### config.mk
export PLATFORM = sky130hd
export DESIGN_NAME = dda_line_rasterizer
export DESIGN_NICKNAME = d
export VERILOG_FILES = /design/src/rtl/core/dlr_pkg.sv /design/src/rtl/core/dlr_ctrl.sv /design/src/rtl/core/dlr_datapath.sv /design/src/rtl/core/dda_line_rasterizer.sv
export SDC_FILE = /design/constraint.sdc
export NUM_CORES = 1
export LEC_CHECK = 0
export ABC_AREA = 1
export ABC_CLOCK_PERIOD_IN_PS = 13800
export BUFFER_PORTS_ARGS = -buffer_cell sky130_fd_sc_hd__buf_4
export CAP_MARGIN = 10
export CORE_UTILIZATION = 30
export CTS_BUF_LIST = sky130_fd_sc_hd__clkbuf_2 sky130_fd_sc_hd__clkbuf_4 sky130_fd_sc_hd__clkbuf_8
export DETAILED_ROUTE_END_ITERATION = 6
export PLACE_DENSITY_LB_ADDON = 0.1
export SLEW_MARGIN = 25
export SYNTH_ARGS = -nofsm -noshare
export SYNTH_HDL_FRONTEND = slang
export SYNTH_SLANG_ARGS = --single-unit
### constraint.sdc
create_clock -name clk -period 13.8 [get_ports clk]
set_input_delay 2.76 -clock clk [delete_from_list [all_inputs] [get_ports clk]]
set_output_delay 2.76 -clock clk [all_outputs]
set_load 0.05 [all_outputs]
### src/rtl/core/dlr_pkg.sv
// Shared types and defaults for the DDA line rasterizer.
package dlr_pkg;

	localparam int COORD_BITS_DEF = 10;
	localparam int FRAC_BITS_DEF  = 16;

	typedef enum logic {
		OP_START = 1'b0,
		OP_STEP  = 1'b1
	} opcode_t;

	typedef struct packed {
		logic load;      // latch endpoints, set up both dividers
		logic div_step;  // one shift-subtract iteration on both axes
		logic emit;      // write the current pixel to the output register, advance
	} dlr_cmd_t;

	typedef struct packed {
		logic out_free;  // output register empty or being drained this cycle
		logic last;      // the next pixel emitted ends the line
	} dlr_status_t;

endpackage

### src/rtl/core/dlr_ctrl.sv
// Controller: sequences line setup, division and pixel stepping.
module dlr_ctrl #(
	parameter int FRAC_BITS = dlr_pkg::FRAC_BITS_DEF
) (
	input  logic                clk,
	input  logic                arst_n,
	input  logic                s_tvalid,
	output logic                s_tready,
	input  dlr_pkg::opcode_t    opcode,
	input  dlr_pkg::dlr_status_t status,
	output dlr_pkg::dlr_cmd_t   cmd
);
	import dlr_pkg::*;

	localparam int CW = (FRAC_BITS > 1) ? $clog2(FRAC_BITS) : 1;
	localparam logic [CW-1:0] CNT_LAST = CW'(FRAC_BITS - 1);

	typedef enum logic [2:0] {
		ST_IDLE = 3'b001,
		ST_DIV  = 3'b010,
		ST_DRAW = 3'b100
	} state_t;

	state_t        state_q, state_d;
	logic [CW-1:0] cnt_q;
	logic          accept;

	always_comb begin
		s_tready = (state_q == ST_IDLE) || ((state_q == ST_DRAW) && status.out_free);
	end

	assign accept = s_tvalid && s_tready;

	always_comb begin
		cmd      = '0;
		state_d  = state_q;
		case (state_q)
			ST_IDLE: begin
				if (accept && opcode == OP_START) begin
					cmd.load = 1'b1;
					state_d  = ST_DIV;
				end
			end
			ST_DIV: begin
				cmd.div_step = 1'b1;
				if (cnt_q == CNT_LAST) begin
					state_d = ST_DRAW;
				end
			end
			ST_DRAW: begin
				if (accept && opcode == OP_START) begin
					cmd.load = 1'b1;
					state_d  = ST_DIV;
				end else if (accept) begin
					cmd.emit = 1'b1;
					if (status.last) begin
						state_d = ST_IDLE;
					end
				end
			end
			default: begin
				state_d = ST_IDLE;
			end
		endcase
	end

	always_ff @(posedge clk or negedge arst_n) begin
		if (!arst_n) begin
			state_q <= ST_IDLE;
			cnt_q   <= '0;
		end else begin
			state_q <= state_d;
			if (cmd.load) begin
				cnt_q <= '0;
			end else if (cmd.div_step) begin
				cnt_q <= cnt_q + CW'(1);
			end
		end
	end

endmodule

### src/rtl/core/dlr_datapath.sv
// Datapath: span setup, shift-subtract step dividers, position accumulators, output register.
module dlr_datapath #(
	parameter int COORD_BITS = dlr_pkg::COORD_BITS_DEF,
	parameter int FRAC_BITS  = dlr_pkg::FRAC_BITS_DEF,
	parameter int IN_W       = 40,
	parameter int OUT_W      = 24
) (
	input  logic                 clk,
	input  logic                 arst_n,
	input  dlr_pkg::dlr_cmd_t    cmd,
	output dlr_pkg::dlr_status_t status,
	input  logic [IN_W-1:0]      s_tdata,
	output logic                 m_tvalid,
	input  logic                 m_tready,
	output logic [OUT_W-1:0]     m_tdata,
	output logic                 m_tlast
);
	import dlr_pkg::*;

	localparam int C  = COORD_BITS;
	localparam int F  = FRAC_BITS;
	localparam int PW = C + F + 2;   // position: sign, guard, integer, fraction
	localparam int QW = F + 1;       // step magnitude, up to 1.0
	localparam int IW = F + 2;       // signed step
	localparam int RW = C + 1;       // divider remainder after shift
	localparam logic [PW-1:0] HALF = PW'(1) << (F - 1);

	logic [C-1:0]  xs, ys, xe, ye, ax, ay, len;
	logic          x_neg, y_neg, len_zero;

	logic [C-1:0]  len_q;
	logic          len_zero_q, x_neg_q, y_neg_q;
	logic [RW-1:0] rem_x_q, rem_y_q;
	logic [QW-1:0] q_x_q, q_y_q;
	logic [PW-1:0] pos_x_q, pos_y_q;
	logic [C:0]    left_q;

	logic [RW-1:0] rx2, ry2;
	logic          bx, by;
	logic [IW-1:0] inc_x, inc_y;

	logic          out_valid_q, out_last_q;
	logic [C-1:0]  out_x_q, out_y_q;

	function automatic logic [C-1:0] trunc_pixel(input logic [PW-1:0] p);
		logic [PW-1:0] mag;
		logic [C-1:0]  whole;
		mag   = -p;
		whole = mag[F+C-1:F];
		if (p[PW-1]) begin
			trunc_pixel = -whole;
		end else begin
			trunc_pixel = p[F+C-1:F];
		end
	endfunction

	// Endpoint setup.
	always_comb begin
		xs       = s_tdata[C-1:0];
		ys       = s_tdata[2*C-1:C];
		xe       = s_tdata[3*C-1:2*C];
		ye       = s_tdata[4*C-1:3*C];
		x_neg    = xe < xs;
		y_neg    = ye < ys;
		ax       = x_neg ? (xs - xe) : (xe - xs);
		ay       = y_neg ? (ys - ye) : (ye - ys);
		len      = (ax >= ay) ? ax : ay;
		len_zero = (len == '0);
	end

	// One restoring division iteration per axis; a zero length forces a zero step.
	always_comb begin
		rx2   = {rem_x_q[C-1:0], 1'b0};
		ry2   = {rem_y_q[C-1:0], 1'b0};
		bx    = !len_zero_q && (rx2 >= {1'b0, len_q});
		by    = !len_zero_q && (ry2 >= {1'b0, len_q});
		inc_x = x_neg_q ? -{1'b0, q_x_q} : {1'b0, q_x_q};
		inc_y = y_neg_q ? -{1'b0, q_y_q} : {1'b0, q_y_q};
	end

	always_ff @(posedge clk) begin
		if (cmd.load) begin
			len_q      <= len;
			len_zero_q <= len_zero;
			x_neg_q    <= x_neg;
			y_neg_q    <= y_neg;
			// Integer quotient bit: set only when the span equals the length.
			q_x_q      <= QW'(!len_zero && (ax == len));
			q_y_q      <= QW'(!len_zero && (ay == len));
			rem_x_q    <= (!len_zero && (ax == len)) ? '0 : {1'b0, ax};
			rem_y_q    <= (!len_zero && (ay == len)) ? '0 : {1'b0, ay};
			pos_x_q    <= x_neg ? ({2'b00, xs, F'(0)} - HALF) : ({2'b00, xs, F'(0)} + HALF);
			pos_y_q    <= y_neg ? ({2'b00, ys, F'(0)} - HALF) : ({2'b00, ys, F'(0)} + HALF);
			left_q     <= {1'b0, len} + (C+1)'(1);
		end else if (cmd.div_step) begin
			q_x_q   <= {q_x_q[QW-2:0], bx};
			q_y_q   <= {q_y_q[QW-2:0], by};
			rem_x_q <= bx ? (rx2 - {1'b0, len_q}) : rx2;
			rem_y_q <= by ? (ry2 - {1'b0, len_q}) : ry2;
		end else if (cmd.emit) begin
			pos_x_q <= pos_x_q + {{(PW-IW){inc_x[IW-1]}}, inc_x};
			pos_y_q <= pos_y_q + {{(PW-IW){inc_y[IW-1]}}, inc_y};
			left_q  <= left_q - (C+1)'(1);
		end
	end

	// Output register.
	always_ff @(posedge clk or negedge arst_n) begin
		if (!arst_n) begin
			out_valid_q <= 1'b0;
		end else if (cmd.emit) begin
			out_valid_q <= 1'b1;
		end else if (m_tready) begin
			out_valid_q <= 1'b0;
		end
	end

	always_ff @(posedge clk) begin
		if (cmd.emit) begin
			out_x_q    <= trunc_pixel(pos_x_q);
			out_y_q    <= trunc_pixel(pos_y_q);
			out_last_q <= (left_q == (C+1)'(1));
		end
	end

	assign status.out_free = !out_valid_q || m_tready;
	assign status.last     = (left_q == (C+1)'(1));

	assign m_tvalid = out_valid_q;
	assign m_tdata  = OUT_W'({out_y_q, out_x_q});
	assign m_tlast  = out_last_q;

endmodule

### src/rtl/core/dda_line_rasterizer.sv
// Top level of the DDA line rasterizer: stream ports, controller and datapath.
//
// A start request (s_tuser = 0) carries both endpoints and emits nothing; the
// block then runs a shift-subtract divider that forms both signed Q.FRAC_BITS
// steps at once, one quotient bit per cycle, with s_tready low until the
// division ends. After that each step request (s_tuser = 1) emits one pixel,
// truncated toward zero on each axis, and steps can follow one per cycle while
// m_tready stays high: the output register frees itself in the cycle that
// m_tready drains it. A line of length L (longer axis span) yields L+1 pixels
// and the last one carries m_tlast; a zero-length line yields a single pixel at
// the first endpoint. A step request while no line is active is taken and
// dropped. A start request while drawing abandons the current line.
module dda_line_rasterizer #(
	parameter int COORD_BITS = dlr_pkg::COORD_BITS_DEF,
	parameter int FRAC_BITS  = dlr_pkg::FRAC_BITS_DEF,
	localparam int IN_W      = ((4 * COORD_BITS + 7) / 8) * 8,
	localparam int OUT_W     = ((2 * COORD_BITS + 7) / 8) * 8
) (
	input  logic             clk,
	input  logic             arst_n,
	input  logic             s_tvalid,
	output logic             s_tready,
	input  logic [IN_W-1:0]  s_tdata,   // x_start, y_start, x_end, y_end, zero pad
	input  dlr_pkg::opcode_t s_tuser,   // opcode
	output logic             m_tvalid,
	input  logic             m_tready,
	output logic [OUT_W-1:0] m_tdata,   // pixel_x, pixel_y, zero pad
	output logic             m_tlast    // last_pixel
);
	import dlr_pkg::*;

	dlr_cmd_t    cmd;
	dlr_status_t status;

	// Controller: accepts requests, counts divider iterations, ends the line.
	dlr_ctrl #(
		.FRAC_BITS(FRAC_BITS)
	) u_ctrl (
		.clk     (clk),
		.arst_n  (arst_n),
		.s_tvalid(s_tvalid),
		.s_tready(s_tready),
		.opcode  (s_tuser),
		.status  (status),
		.cmd     (cmd)
	);

	// Datapath: holds position, steps and pixel count; drives the result port.
	dlr_datapath #(
		.COORD_BITS(COORD_BITS),
		.FRAC_BITS (FRAC_BITS),
		.IN_W      (IN_W),
		.OUT_W     (OUT_W)
	) u_datapath (
		.clk     (clk),
		.arst_n  (arst_n),
		.cmd     (cmd),
		.status  (status),
		.s_tdata (s_tdata),
		.m_tvalid(m_tvalid),
		.m_tready(m_tready),
		.m_tdata (m_tdata),
		.m_tlast (m_tlast)
	);

endmodule
==> results of run 1 <==
[power by group]
part           total (mW)  switching (mW)  leakage, nW  internal, mW
Clock               0.393           0.202        0.221         0.191
Sequential          0.863          0.0985         1.49         0.764
Combinational        2.18            1.43         6.88         0.752
Total                3.44            1.73         8.60          1.71
[sequential cells by signal, indices dropped and copies added (netlist names), 3 cells and up]
register / count
u_datapath.pos_x_q: 28
u_datapath.pos_y_q: 28
u_datapath.q_x_q: 17
u_datapath.q_y_q: 17
u_datapath.left_q: 11
u_datapath.len_q: 10
u_datapath.out_x_q: 10
u_datapath.out_y_q: 10
u_datapath.rem_x_q: 10
u_datapath.rem_y_q: 10
u_ctrl.cnt_q: 4
u_ctrl.state_q: 3
[logic make-up (layout without fill, tap and decap cells)]
| family | count (synthesis) | after routing | share of synthesized area [%] |
|---|---|---|---|
| other | 1 | 5 | 0.0238 |
| adders and majority gates | 141 | 141 | 11.6 |
| and+or+nand+nor | 1143 | 1143 | 31.3 |
| buffers and inverters | 400 | 451 | 9.93 |
| xor gates and xnor gates | 89 | 89 | 4.94 |
| DFF | 163 | 163 | 28.7 |
| AOI/OAI and AO/OA | 389 | 389 | 13.5 |
[metrics by stage]
stage	instance area (µm²)	power, mW	setup slack, ns	hold slack (ns)
after global placement	17000	3.05	6.05	0.509
after floorplan	15800	2.51	6.86	0.483
after CTS	17400	3.47	6.59	0.541
after detailed placement	17000	3.06	5.98	0.514
final	17400	3.44	6.49	0.534
after global routing	17400	3.80	6.05	0.568
[area by class of cell]
type / instances / share of cell area [%]
multi-input combinational: 1766 / 56.0
sequential: 163 / 26.1
inverter: 345 / 7.45
tap: 680 / 4.89
timing repair buffer: 74 / 3.19
clock buffer: 20 / 1.55
clock inverter: 12 / 0.884
antenna: 1 / 0.0144
[final timing paths]
kind	from	endpoint	slack, ns
worst max register to register	u_datapath.q_y_q[0]	u_datapath.pos_y_q[26]	9.82
worst max-delay path	s_tdata[30]	u_datapath.rem_x_q[7]	6.49
min in group asynchronous	arst_n	u_ctrl.cnt_q[0]	2.06
worst min register to register	u_ctrl.cnt_q[1]	u_ctrl.cnt_q[1]	0.53
worst min-delay path	u_ctrl.cnt_q[1]	u_ctrl.cnt_q[1]	0.53
max in group asynchronous	arst_n	u_ctrl.state_q[0]	11.52
[cells in the mapped netlist, types with 5 or more instances]
| cell type | n | area, µm² |
|---|---|---|
| or2_2 | 11 | 68.8 |
| dfxtp_1 | 32 | 641 |
| nor2_1 | 183 | 687 |
| buf_2 | 9 | 45.0 |
| a21oi_1 | 145 | 726 |
| nand2_1 | 678 | 2540 |
| inv_1 | 331 | 1240 |
| xor2_1 | 73 | 639 |
| xnor2_1 | 16 | 140 |
| nand3_4 | 5 | 87.6 |
| ha_1 | 133 | 1660 |
| clkbuf_1 | 35 | 131 |
| o211ai_1 | 18 | 135 |
| a21o_1 | 8 | 60.1 |
| nor4_1 | 6 | 37.5 |
| buf_4 | 6 | 45.0 |
| nand3_1 | 152 | 761 |
| nand3b_1 | 6 | 45.0 |
| nand2_2 | 17 | 106 |
| o21ai_1 | 10 | 50.1 |
| o21bai_1 | 9 | 67.6 |
| inv_2 | 10 | 37.5 |
| a31oi_1 | 8 | 50.1 |
| fa_1 | 8 | 160 |
| dfrtp_1 | 7 | 175 |
| o21ai_0 | 159 | 796 |
| edfxtp_1 | 123 | 3690 |
| nor3_1 | 20 | 100 |
| nor2_2 | 10 | 62.6 |
| a21boi_0 | 6 | 45.0 |
| nand2_4 | 6 | 67.6 |
| nand4_1 | 33 | 206 |
| o22ai_1 | 6 | 37.5 |
[worst min-delay path, cell delays in order (launching register included)]
cell	delay (ns)
dfrtp_1	0.38
a22oi_1	0.07
inv_1	0.05
[per-layer routing]
layer | vias to the layer above | GRT usage, %
met2 | 249 | 27.5
met1 | 6670 | 23.8
met5 | - | 0
li1 | 7682 | -
met3 | 48 | 2.31
met4 | 0 | 4.84
==> impl_results.md, run 1 <==
* Run status: complete, no violations
* Most common cell after layout, fill and taps aside: nand2_1
* Mapped Cells at between 2k and 2.5k
* Post-Route Utilization at approximately a third
* Depth of the worst hold-timing path at 2
* Final period demand of the worst path at around 7.3 ns
* Worst-skew pair later-pin latency at just over 0.5 ns
* Inserted Clock Buffers at 17
* Critical setup path kind: input pin to flip-flop
* DP HPWL at 36,100 µm
* Clock transition time at the flip-flop clock pins of the worst setup and hold paths at approximately 0.10 ns
* Post-Route WL at 45,600 µm
* Number of storage elements in the synthesis netlist at around 160
* Data arrival time at the worst-slack endpoint at around 7.6 ns
* Cell variety after synth at between 50 and 60
* Via total after detailed routing at ~15k
* Area taken by flip-flops and latches at ~0.0045 mm²
* Layout-stage area growth over the synthesis result at 10.2%
* Pwr dens at 197 mW/mm²
* Highest metal layer with signal wires: met4
* Deepest clock path buffer count at 2
* Fraction of synthesis flops using an asynchronous set or reset pin at 4.91%
* Number of endpoints with negative hold slack in the final report at 0
* CTS Hold Bufs at 0
* Combined area of the multi-input logic cells at 0.00974 mm²
* Routed wire per std cell at 14.9 µm
* Clock Tree Root: clkbuf_8
* Actual slew at the worst max-slew pin at between 0.8 and 0.9 ns
* Peak fanout along the critical path at 31
* Number of nets in the layout at roughly 2.6k
* Sequential-to-total area share from yosys stat at between 20% and 30%
* Post-Route Skew at roughly 0.022 ns
* Detailed route wirelength on metal3 at about 1400 µm
* Number of flops mapped to enable cells by yosys at roughly 120
* Number of DRC violations after detailed routing at 0
* Aggregate negative setup slack at 0 ns
* CTS resizes at 0
* Setup-violating endpoint count in the final report at 0
* Period utilization at 53.0%
* Post-route antenna net violation count at 0
* Slowest cell on crit path: o21ai_0
* Post CTS Setup Buffer Count at 0
* First-pass GRT wire length at about 73,000 µm
* Cell count along the critical path at 29
* Buf+Inv Stages, Crit Path at 7
* Die W at 231 µm
* Routed length on met1 at 23,000 µm
* Detailed Routing Iterations Pass 1 at 5
* CTS H-tree lvls at 4
* Antenna violations before repair at 1
* Fraction of layout cells with a size suffix above 1 at roughly 8.1%
* Most frequent cells in the layout: nand2_1 (675), inv_1 (331), nor2_1 (182), o21ai_0 (159), nand3_1 (152)
* VDD IR max at 69.1 µV
* Most used flip-flop cell after synthesis: edfxtp_1
* Detailed route wirelength on metal2 at between 20,000 and 25,000 µm
* Height of the die at ~230 µm
* Average vias per placed instance at about 4.8
* Die Footprint at between 0.05 and 0.06 mm²
* Number of standard cells in the layout, taps in and fillers out at between 3k and 4k
* Setup repair after global routing missed its margin: no
* Highest attainable clock frequency at 137 MHz
* Largest net degree at the start of global routing at 69
* Number of I/O pins at slightly above 70
* Via count of the first global-routing pass at ~14k
* Detailed Route Iter0 Violations at just under 900
* Standby leakage power at between 8 and 9 nW
* Number of core rows at 83
* Pins over their slew limit at 0
* Count of fill cells added during filler insertion at around 5.6k
* Cell type group with the largest total delay on the critical path: simple AND/OR/NAND/NOR gates
* Maximum capacitance violations at 0
* Worst Hold Class: flip-flop to flip-flop
* Number of input and output port buffers inserted at 67
* Delay of the slowest critical-path stage at 0.65 ns
* Data required, critical path at about 14 ns
* Number of warnings issued by yosys at 0
* Global placement routability congestion at a little over 0.9
* Num Clock Sinks at approximately 160
* Overall routing resource usage at between 10% and 20%
* Std-Cell Core Area at slightly above 0.05 mm²
* Overflow left after global routing at 0
* Combined area of all synthesized cells at approximately 0.016 mm²
* Per-instance average area after synthesis at 6.79 µm²
* Number of instances in the placed design at roughly 3.0k
* CP most frequent cell: nand2_1
* Worst slew margin relative to its limit at between 40% and 50%
* Crit path capture type: flip-flop
* Initial core utilization at a little under a third
* CTS tree: yes
* Length in cells of the worst reg-to-reg path at 16
* CP Launch Type: input pin
No activity file was read; power rests on OpenSTA's default activity.
==> inputs of run 2 (changes only) <==
- ABC_CLOCK_PERIOD_IN_PS: 13800 -> 7600
- clock period: 13.8 -> 7.6 ns (I/O delays scaled with it)
==> impl_results.md, run 2 (synthesis results as in run 1) <==
* Run status: complete, no violations
* Aggregate negative setup slack at 0 ns
* Worst slew margin relative to its limit at 44.9%
* Antenna violations before repair at 1
* Layout-stage area growth over the synthesis result at 9.98%
* Deepest clock path buffer count at 2
* Largest net degree at the start of global routing at a little over 70
* CTS resizes at 0
* Actual slew at the worst max-slew pin at approximately 0.82 ns
* Worst Hold Class: flip-flop to flip-flop
* Grt met2 use at between 20 and 30%
* Fraction of layout cells with a size suffix above 1 at under 10%
* Critical setup path kind: input pin to flip-flop
* Setup-violating endpoint count in the final report at 0
* Number of core rows at 83
* Peak fanout along the critical path at 22
* Min-Delay Endpoint: u_ctrl.cnt_q[1]
* Slowest cell on crit path: o21ai_0
* Cell type group with the largest total delay on the critical path: simple AND/OR/NAND/NOR gates
* CTS H-tree lvls at 4
* Most Crowded Layer GR: met2
* Overall routing resource usage at 17.4%
* Setup repair after global routing missed its margin: no
* Post-Route WL at approximately 46,000 µm
* Die W at approximately 230 µm
* Num Clock Sinks at 163
* Routed wire per std cell at 15.0 µm
* CTS tree: yes
* Inserted Clock Buffers at 17
* Highest attainable clock frequency at about 170 MHz
* Clock Tree Root: clkbuf_8
* Cell breakdown of the critical path: buf_4, inv_1, ha_1, a21oi_1, nand2_1, nand2_1, nand3_2, inv_2, nand2_1, nand2_1, ha_1, nand4_1, nor3_1, nor2_2, o21ai_0, inv_1, ha_1, nand3_1, nor2_2, nand3_4, nand3_4, nand2_1, nand2_1
* Initial core utilization at between 30% and 40%
* Data arrival time at the worst-slack endpoint at 6.11 ns
* Overflow left after global routing at 0
* Post-route antenna net violation count at 0
* Average vias per placed instance at 4.79
* Post-Route Skew at around 0.016 ns
* Via count of the first global-routing pass at ~14k
* Crit path capture type: flip-flop
* Most frequent cells in the layout: nand2_1 (675), inv_1 (331), nor2_1 (182), o21ai_0 (159), nand3_1 (152)
* Detailed Route Iter0 Violations at between 900 and 1k
* First-pass GRT wire length at ~74,000 µm
* Worst-skew pair later-pin latency at around 0.5 ns
* DP HPWL at roughly 36,000 µm
* Global placement routability congestion at between 0.8 and 0.9
* Number of DRC violations after detailed routing at 0
* VDD IR max at 136 µV
* Post CTS Setup Buffer Count at 0
* Startpoint of the most critical hold path: u_ctrl.cnt_q[1]
* Routing usage on met1 at 24.1%
* # diodes at 0
* Leading registers by flop count: u_datapath.pos_x_q: 28 flops, u_datapath.pos_y_q: 28 flops
* Total Power Consumption at around 6.2 mW
* Final period demand of the worst path at 5.85 ns
* Height of the die at ~230 µm
* Via total after detailed routing at 14.7k
* Number of endpoints with negative hold slack in the final report at 0
* Standby leakage power at roughly 8.6 nW
* Pwr dens at around 360 mW/mm²
* Period utilization at 77.0%
* Clock transition time at the flip-flop clock pins of the worst setup and hold paths at roughly 0.1 ns
* Pins over their slew limit at 0
* Data required, critical path at between 7 and 8 ns
* Buf+Inv Stages, Crit Path at 4
* Worst reg-to-reg setup slack at between 3 and 4 ns
* Delay of the slowest critical-path stage at 0.55 ns
* Number of input and output port buffers inserted at 67
* Number of I/O pins at just over 70
* Std-Cell Core Area at 0.0516 mm²
* Most common cell after layout, fill and taps aside: nand2_1
* Met3 Track Usage GR at ~2%
* Final Worst Setup Slack at roughly 1.7 ns
* Maximum capacitance violations at 0
* Post-Route Utilization at 33.6%
* DP Worst Slack at between 1 and 1.5 ns
* Number of standard cells in the layout, taps in and fillers out at ~3.1k
* Critical register-to-register path startpoint: u_datapath.q_y_q[0]
* Reg-to-Reg End: u_datapath.pos_y_q[26]
* Number of instances in the placed design at between 3k and 4k
* Detailed Routing Iterations Pass 1 at 5
* CTS Hold Bufs at 0
* Depth of the worst hold-timing path at 2
* Number of nets in the layout at around 2.6k
* Length in cells of the worst reg-to-reg path at 16
* CP Launch Type: input pin
* Die Footprint at ~0.054 mm²
* CP most frequent cell: nand2_1
==> run 2: how the worst max path moves through the flow <==
stage,start,to,cells past startpoint
after floorplan,m_tready,u_datapath.left_q[0],6
after global placement,s_tdata[15],u_datapath.rem_x_q[6],23
after detailed placement,s_tdata[15],u_datapath.rem_x_q[3],23
after CTS,s_tdata[15],u_datapath.rem_x_q[9],23
after global routing,s_tdata[15],u_datapath.rem_x_q[2],28
final,s_tdata[15],u_datapath.rem_y_q[7],23
==> run 2: final cells by class <==
cell class,instances,area (µm²)
fillers,5610,34200
multi-input cells,1766,9740
flip-flops and latches,163,4540
inverters,345,1300
well taps,680,851
repair buffers,74,556
clock buffers,17,234
clock inverters,15,149
==> run 2: worst min-delay path, cell delays in order, from the launching register on <==
cell	delay [ns]
dfrtp_1	0.38
a22oi_1	0.07
inv_1	0.05
==> run 2: per-layer routing <==
| metal | routed length (µm) | up-vias |
|---|---|---|
| li1 | - | 7683 |
| met1 | 23400 | 6705 |
| met2 | 20800 | 222 |
| met3 | 1180 | 38 |
| met4 | 712 | 2 |
| met5 | 12 | - |
==> run 2: where the power goes <==
part / switching (mW) / total [mW] / internal (mW)
clock network: 0.390 / 0.658 / 0.268
registers: 0.179 / 1.57 / 1.39
logic: 2.60 / 3.97 / 1.37
total: 3.17 / 6.19 / 3.02
==> run 2: stage by stage <==
stage,area [µm²],hold slack [ns]
after floorplan,15800,0.483
after global placement,17000,0.509
after detailed placement,17000,0.509
after CTS,17400,0.536
after global routing,17400,0.569
final,17400,0.533
